<file path="src/rtl/chte_pkg.sv">
// ----------------------------------------------------------------------------
// chte_pkg
// Shared constants, codes and types of the chained hash table engine.
// ----------------------------------------------------------------------------
package chte_pkg;

  localparam int BUCKETS = 1024;
  localparam int NODES   = 1024;
  localparam int NREG    = 4;                    // hash coefficient registers
  localparam int COEF_W  = 10;
  localparam int CHUNK   = $clog2(BUCKETS);      // key chunk width
  localparam int BKT_W   = $clog2(BUCKETS);
  localparam int NODE_AW = $clog2(NODES);
  localparam int LNK_W   = NODE_AW + 1;          // node index or empty marker
  localparam int CNT_W   = NODE_AW + 1;
  localparam int KEY_W   = 32;
  localparam int VAL_W   = 32;
  localparam int IDX_W   = $clog2(NREG);

  localparam logic [LNK_W-1:0] NIL = LNK_W'(NODES);

  localparam logic [2:0] MODE_ADD    = 3'd0;
  localparam logic [2:0] MODE_FIND   = 3'd1;
  localparam logic [2:0] MODE_REMOVE = 3'd2;
  localparam logic [2:0] MODE_RMFRST = 3'd3;
  localparam logic [2:0] MODE_CLEAR  = 3'd4;

  localparam logic [1:0] STAT_OK   = 2'd0;
  localparam logic [1:0] STAT_MISS = 2'd1;
  localparam logic [1:0] STAT_FULL = 2'd2;

  typedef logic [NREG-1:0][COEF_W-1:0] coef_arr_t;

  localparam coef_arr_t COEF_RST = {10'd7, 10'd5, 10'd3, 10'd1};

  typedef struct packed {
    logic [KEY_W-1:0] key;
    logic [VAL_W-1:0] val;
    logic [LNK_W-1:0] nxt;
    logic [LNK_W-1:0] prv;
    logic [BKT_W-1:0] bkt;
  } node_t;

  // per-field write enables of the node memory
  typedef struct packed {
    logic key;
    logic val;
    logic nxt;
    logic prv;
    logic bkt;
  } node_wmask_t;

endpackage

</file>
<file path="src/rtl/chte_hash.sv">
// ----------------------------------------------------------------------------
// chte_hash
// Iterative universal hash: one chunk times its coefficient per cycle.
// ----------------------------------------------------------------------------
module chte_hash import chte_pkg::*; (
  input  logic             clk,
  input  logic             rst_n,
  input  logic             start,
  input  logic [KEY_W-1:0] key,
  input  coef_arr_t        coef,
  output logic             done,
  output logic [BKT_W-1:0] bucket
);

  logic             busy_r, busy_nxt;
  logic             done_r, done_nxt;
  logic [IDX_W-1:0] idx_r, idx_nxt;
  logic [BKT_W-1:0] acc_r, acc_nxt;
  logic [CHUNK-1:0] chunk;
  logic [CHUNK+COEF_W-1:0] prod;

  assign chunk = CHUNK'(key >> (32'(idx_r) * 32'(CHUNK)));
  assign prod  = (CHUNK+COEF_W)'(coef[idx_r]) * (CHUNK+COEF_W)'(chunk);

  always_comb begin
    busy_nxt = busy_r;
    done_nxt = 1'b0;
    idx_nxt  = idx_r;
    acc_nxt  = acc_r;
    if (start) begin
      busy_nxt = 1'b1;
      idx_nxt  = '0;
      acc_nxt  = '0;
    end else if (busy_r) begin
      acc_nxt = acc_r + prod[BKT_W-1:0];   // sum mod bucket count
      idx_nxt = idx_r + IDX_W'(1);
      if (idx_r == IDX_W'(NREG-1)) begin
        busy_nxt = 1'b0;
        done_nxt = 1'b1;
      end
    end
  end

  always_ff @(posedge clk) begin
    if (!rst_n) begin
      busy_r <= 1'b0;
      done_r <= 1'b0;
      idx_r  <= '0;
    end else begin
      busy_r <= busy_nxt;
      done_r <= done_nxt;
      idx_r  <= idx_nxt;
    end
    acc_r <= acc_nxt;
  end

  assign done   = done_r;
  assign bucket = acc_r;

endmodule

</file>
<file path="config.mk">
export PLATFORM = sky130hd
export DESIGN_NAME = chte_hash
export DESIGN_NICKNAME = d
export VERILOG_FILES = /design/src/rtl/chte_pkg.sv /design/src/rtl/chte_hash.sv
export SDC_FILE = /design/constraint.sdc
export NUM_CORES = 1
export LEC_CHECK = 0
export ABC_CLOCK_PERIOD_IN_PS = 7600
export BUFFER_PORTS_ARGS = -buffer_cell sky130_fd_sc_hd__buf_4
export CAP_MARGIN = 15
export CORE_UTILIZATION = 48
export DETAILED_ROUTE_END_ITERATION = 7
export GPL_TIMING_DRIVEN = 0
export HOLD_SLACK_MARGIN = 0.15
export PLACE_DENSITY = 0.79
export SYNTH_ARGS = -nofsm -noshare
export SYNTH_HDL_FRONTEND = slang
export SYNTH_SLANG_ARGS = --single-unit
</file>
<file path="constraint.sdc">
create_clock -name clk -period 7.6 [get_ports clk]
set_input_delay 1.52 -clock clk [delete_from_list [all_inputs] [get_ports clk]]
set_output_delay 1.52 -clock clk [all_outputs]
set_load 0.03 [all_outputs]
</file>
==> results of run 1 <==
[stage by stage]
stage | hold slack [ns] | utilization | cells | instance area, um^2 | worst slack (ns)
final | 0.538 | 0.663 | 443 | 3490 | 1.28
after CTS | 0.540 | 0.663 | 443 | 3490 | 1.27
after floorplan | 0.625 | - | 284 | 2710 | 1.60
after detailed placement | 0.533 | 0.652 | 439 | 3440 | 1.03
after global routing | 0.570 | 0.663 | 443 | 3490 | 1.01
after global placement | 0.508 | 0.652 | 439 | 3440 | 1.14
[sequential cells by signal, summed over array words and instances, names as in the netlist]
name	flops
busy_r	1
idx_r	2
done	1
bucket	10
[worst max-delay path: stages]
cell,delay (ns)
buf_4,0.08
mux2i_1,0.06
o2bb2ai_1,0.53
nand2_1,0.18
fa_1,0.53
fa_1,0.52
inv_1,0.05
fa_1,0.47
fa_1,0.56
inv_1,0.06
fa_1,0.42
xor2_1,0.16
xnor2_1,0.21
xnor2_1,0.13
xnor2_1,0.22
xnor2_1,0.15
xnor3_1,0.26
xnor2_1,0.14
mux2i_1,0.15
nor2_1,0.05
[cell families after synthesis]
group,count (synthesis)
flip-flops,14
adder cells (fa/ha/maj),59
AO/OA/AOI/OAI,17
AND/OR/NAND/NOR,80
multiplexers,30
buffers and inverters,59
XOR/XNOR,25
[cell type report]
class | instances | area [um^2] | area share
buffer | 8 | 50.0 | 0.0143
clock buffer | 4 | 55.1 | 0.0158
inverter | 51 | 191 | 0.0548
multi-input combinational | 211 | 2190 | 0.627
sequential | 14 | 280 | 0.0803
tap | 70 | 87.6 | 0.0251
timing repair buffer | 85 | 638 | 0.183
[layout by cell type, fill, tap and decap left out, types with 3 or more instances in the layout]
cell type,n
and2_1,17
buf_4,88
mux4_1,5
nor2b_1,4
o2bb2ai_1,6
mux2i_1,18
clkbuf_8,4
dfxtp_1,14
clkbuf_1,3
xnor2_1,20
mux4_2,7
nor2_1,17
nand2_1,31
inv_1,51
fa_1,30
and2_2,6
ha_1,29
xor2_1,4
[worst paths after layout]
check,endpoint,slack (ns),cells past startpoint
max reg2reg,bucket[9]$_SDFFE_PP0P_,1.85,20
min reg2reg,bucket[3]$_SDFFE_PP0P_,0.54,2
max,bucket[9]$_SDFFE_PP0P_,1.28,20
min,bucket[3]$_SDFFE_PP0P_,0.54,2
[metal layers]
layer,up-vias,routed length (um)
li1,1096,-
met1,1108,2730
met2,76,3480
met3,6,395
met4,0,70
met5,-,0
[report_power, final]
group / switching [W] / total, W / internal, W
registers: 0.0000148 / 0.000103 / 0.0000880
clock network: 0.0000293 / 0.0000753 / 0.0000459
logic: 0.000405 / 0.000791 / 0.000386
==> results.sh, run 1 <==
export IMPL_routed_wirelength_um=6670
export IMPL_netlist_instances=284
export IMPL_end_kind="flip-flop"
export IMPL_viasPerCell=5.16
export IMPL_cts_resized=0
export IMPL_setup_tns_ns=0
export IMPL_status="completed"
export IMPL_cp_required_ns=7.72
export IMPL_row_count=26
export IMPL_grt_pass1_wl_um=11300
export IMPL_cp_data_arrival_time_ns=6.44
export IMPL_cts_buffer_depth=2
export IMPL_power_w=0.000969
export IMPL_vias=2286
export IMPL_finalWeightedCongestion=0.805
export IMPL_r2r_start="idx_r[1]$_SDFFE_PP0P_"
export IMPL_die_area_um2=5950
export IMPL_synth_ff_type="dfxtp_1"
export IMPL_skew_ns=0.00461
export IMPL_hold_path_class="reg2reg"
export IMPL_synth_mux_area_frac=0.173
export IMPL_clock_latency_ns=0.25
export IMPL_wl_per_cell_um=15.1
export IMPL_ioPinCount=86
export IMPL_ys_seq_elements=14
export IMPL_post_cts_buffers=0
export IMPL_clock_sinks=14
export IMPL_worstMarginPinSlew_ns=0.647
export IMPL_slew_viol_final=0
export IMPL_postCtsHoldBufs=0
export IMPL_synth_compound_area_frac=0.0508
export IMPL_maxCapViolations=0
export IMPL_slew_headroom=0.563
export IMPL_setup_violations=0
export IMPL_initial_core_util=0.514
export IMPL_synth_top_area_frac=0.222
export IMPL_portBuffers=85
export IMPL_post_route_period_util=0.832
export IMPL_areaGrowthSynthToFinish_pct=28.8
export IMPL_antenna_found_initial=0
export IMPL_synth_common_cells="51 x inv_1, 31 x nand2_1, 30 x fa_1"
export IMPL_synth_edf_count=0
export IMPL_drc_errors=0
export IMPL_fin_crit_ns=6.32
export IMPL_drive_gt1_frac=0.298
export IMPL_grt_pass1_vias=2581
export IMPL_yosys_area_share_simple=0.143
export IMPL_ant_nets=0
export IMPL_synth_fa_ha_area_frac=0.355
export IMPL_grt_busiest_layer="met2"
export IMPL_n_fill_cell=472
export IMPL_syn_cell_area_um2=2710
export IMPL_synth_top_family_by_area="adder cells"
export IMPL_cts_tree="done"
export IMPL_fmaxAchievable_mhz=158
export IMPL_diodes=0
export IMPL_synth_seq_area_share=0.103
export IMPL_gr_usage_met3=0.0476
export IMPL_syn_mean_instance_area_um2=9.55
export IMPL_final_net_count=508
export IMPL_drt_pass1_iter_count=4
export IMPL_synth_nets=418
export IMPL_synth_top_cells_by_area="fa_1 22%, ha_1 13%, dfxtp_1 10%"
export IMPL_critical_path_class="in2reg"
export IMPL_grt_max_degree=11
export IMPL_vdd_drop_max_uv=187
export IMPL_power_leakage_nw=1.72
export IMPL_synth_cell_type_count=31
export IMPL_finalHoldViolCount=0
export IMPL_htree_num_levels=1
export IMPL_first_iter_violations=62
export IMPL_yosys_area_top_type="fa_1"
export IMPL_dieHeight_um=77.2
export IMPL_cp_max_fo=8
export IMPL_startpoint="key[22]"
export IMPL_synth_most_common_cell="inv_1"
export IMPL_powerDensity_nw_per_um2=278
export IMPL_ys_warn_count=0
export IMPL_start_kind="primary input"
export IMPL_synthArstFlopShare=0
export IMPL_core_area_um2=5270
export IMPL_path_clk_slew_ns=0.07
export IMPL_root_buffer="clkbuf_8"
export IMPL_grt_use_met2=0.449
export IMPL_hold_start="bucket[3]$_SDFFE_PP0P_"
export IMPL_synth_xor_area_frac=0.0858
export IMPL_fp_dieW_um=77.2
export IMPL_grt_ovfl_total=0
export IMPL_grtUsageTotal=0.243
export IMPL_rsz0062_at_grt="no"
export IMPL_cts_buffers=3
export IMPL_use_met1=0.289
export IMPL_post_dp_hpwl_um=5740
(Power assumes the default switching activity.)
==> run 2, diff against run 1 <==
- ABC_CLOCK_PERIOD_IN_PS: 7600 -> 6000
- clock period: 7.6 -> 6 ns (I/O delays scaled with it)
==> results.sh, run 2 (synthesized netlist as in run 1, its figures left out) <==
export IMPL_clock_latency_ns=0.25
export IMPL_path_delay_family="adder cells"
export IMPL_setup_tns_ns=0
export IMPL_cts_buffers=3
export IMPL_cp_required_ns=6.12
export IMPL_viasPerCell=5.19
export IMPL_cp_max_fo=10
export IMPL_powerDensity_nw_per_um2=350
export IMPL_root_buffer="clkbuf_8"
export IMPL_htree_num_levels=1
export IMPL_fmaxAchievable_mhz=172
export IMPL_layout_commonest_cell="buf_4"
export IMPL_initial_core_util=0.514
export IMPL_fin_util=0.678
export IMPL_grt_ovfl_total=0
export IMPL_diodes=0
export IMPL_path_clk_slew_ns=0.07
export IMPL_dieHeight_um=77.2
export IMPL_multiInputGateArea_um2=2220
export IMPL_drive_gt1_frac=0.315
export IMPL_n_fill_cell=455
export IMPL_slew_viol_final=0
export IMPL_die_area_um2=5950
export IMPL_post_route_period_util=0.967
export IMPL_cts_tree="done"
export IMPL_cp_data_arrival_time_ns=5.92
export IMPL_postCtsHoldBufs=0
export IMPL_post_dp_hpwl_um=5740
export IMPL_first_iter_violations=64
export IMPL_end_kind="flip-flop"
export IMPL_final_cell_mix="92 x buf_4, 51 x inv_1, 31 x nand2_1"
export IMPL_drc_errors=0
export IMPL_max_stage_delay_ns=0.71
export IMPL_maxCapViolations=0
export IMPL_setup_violations=0
export IMPL_portBuffers=85
export IMPL_vdd_drop_max_uv=254
export IMPL_power_leakage_nw=1.76
export IMPL_clock_sinks=14
export IMPL_worstMarginPinSlew_ns=0.506
export IMPL_finalHoldViolCount=0
export IMPL_slew_headroom=0.663
export IMPL_whs_ns=0.543
export IMPL_core_area_um2=5270
export IMPL_fin_crit_ns=5.80
export IMPL_ioPinCount=86
export IMPL_grt_pass1_wl_um=11400
export IMPL_drt_pass1_iter_count=4
export IMPL_power_w=0.00125
export IMPL_path_cells="buf_4 > mux4_1 > and2_2 > ha_1 > ha_1 > fa_1 > fa_1 > inv_1 > fa_1 > xor2_1 > xnor2_1 > xnor2_1 > xnor2_1 > xnor2_1 > xnor3_1 > xnor2_1 > mux2i_1 > nor2_1"
export IMPL_routed_wirelength_um=6800
export IMPL_grt_max_degree=11
export IMPL_final_net_count=513
export IMPL_critical_path_class="in2reg"
export IMPL_path_common_cell="xnor2_1"
export IMPL_row_count=26
export IMPL_antenna_found_initial=0
export IMPL_grtUsageTotal=0.244
export IMPL_areaGrowthSynthToFinish_pct=31.8
export IMPL_hold_path_class="reg2reg"
export IMPL_wl_per_cell_um=15.2
export IMPL_largest_reg_flops=10
export IMPL_start_kind="primary input"
export IMPL_skew_ns=0.00451
export IMPL_ant_nets=0
export IMPL_cts_buffer_depth=2
export IMPL_status="completed"
export IMPL_cp_num_buf_inv=2
export IMPL_cp_slowest_cell="mux4_1"
export IMPL_vias=2325
export IMPL_fp_dieW_um=77.2
export IMPL_seq_area_um2=280
export IMPL_grt_pass1_vias=2592
export IMPL_finalWeightedCongestion=0.805
[run 2: routing by layer]
layer  global-route usage  up-vias  routed length [um]
li1                     -     1104                   -
met5                    0        -                   0
met3               0.0476        6                 395
met2                0.451       82                3580
met4               0.0453        0                  71
met1                0.290     1133                2750
[run 2: what timing repair did]
action,CTS,global route
setup buffers,0,5
pin swaps,0,3
resized for setup,1,3
hold endpoints to repair,0,0
endpoints found under the setup margin,1,1
[run 2: worst paths after layout]
path                                        startpoint                     end  slack (ns)  depth (start not counted)
worst max-delay path                          coef[10]  bucket[9]$_SDFFE_PP0P_        0.20                         18
worst min-delay path            bucket[3]$_SDFFE_PP0P_  bucket[3]$_SDFFE_PP0P_        0.54                          2
worst max register to register   idx_r[0]$_SDFFE_PP0P_  bucket[9]$_SDFFE_PP0P_        0.27                         20
worst min register to register  bucket[3]$_SDFFE_PP0P_  bucket[3]$_SDFFE_PP0P_        0.54                          2
[run 2: worst register-to-register path, cell delays in order, from the launching register on]
cell	delay, ns
dfxtp_1	0.47
buf_6	0.22
buf_4	0.23
mux4_2	0.58
nand2_1	0.12
fa_1	0.45
fa_1	0.52
inv_1	0.05
fa_1	0.47
fa_1	0.56
inv_1	0.06
fa_1	0.42
xor2_1	0.16
xnor2_1	0.19
xnor2_1	0.17
xnor2_1	0.18
xnor2_1	0.15
xnor3_1	0.26
xnor2_1	0.14
mux2i_1	0.15
nor2_1	0.05
[run 2: through the flow]
step	area [um^2]	worst slack [ns]	instances
2_1_floorplan	2710	0.315	284
3_3_place_gp	3440	-0.142	439
3_5_place_dp	3440	-0.252	439
4_1_cts	3500	0.0574	443
5_1_grt	3570	-0.00526	448
6_report	3570	0.196	448
[run 2: power breakdown]
group	switching (W)	internal (W)	leakage, nW
clock	0.0000374	0.0000582	0.0288
combinational	0.000523	0.000501	1.62
sequential	0.0000190	0.000111	0.115
total	0.000580	0.000670	1.76
[run 2: area by class of cell]
type | count | area share
multi-input combinational | 211 | 0.622
timing repair buffer | 90 | 0.193
tap | 70 | 0.0245
clock buffer | 4 | 0.0154
sequential | 14 | 0.0784
buffer | 8 | 0.0140
inverter | 51 | 0.0536
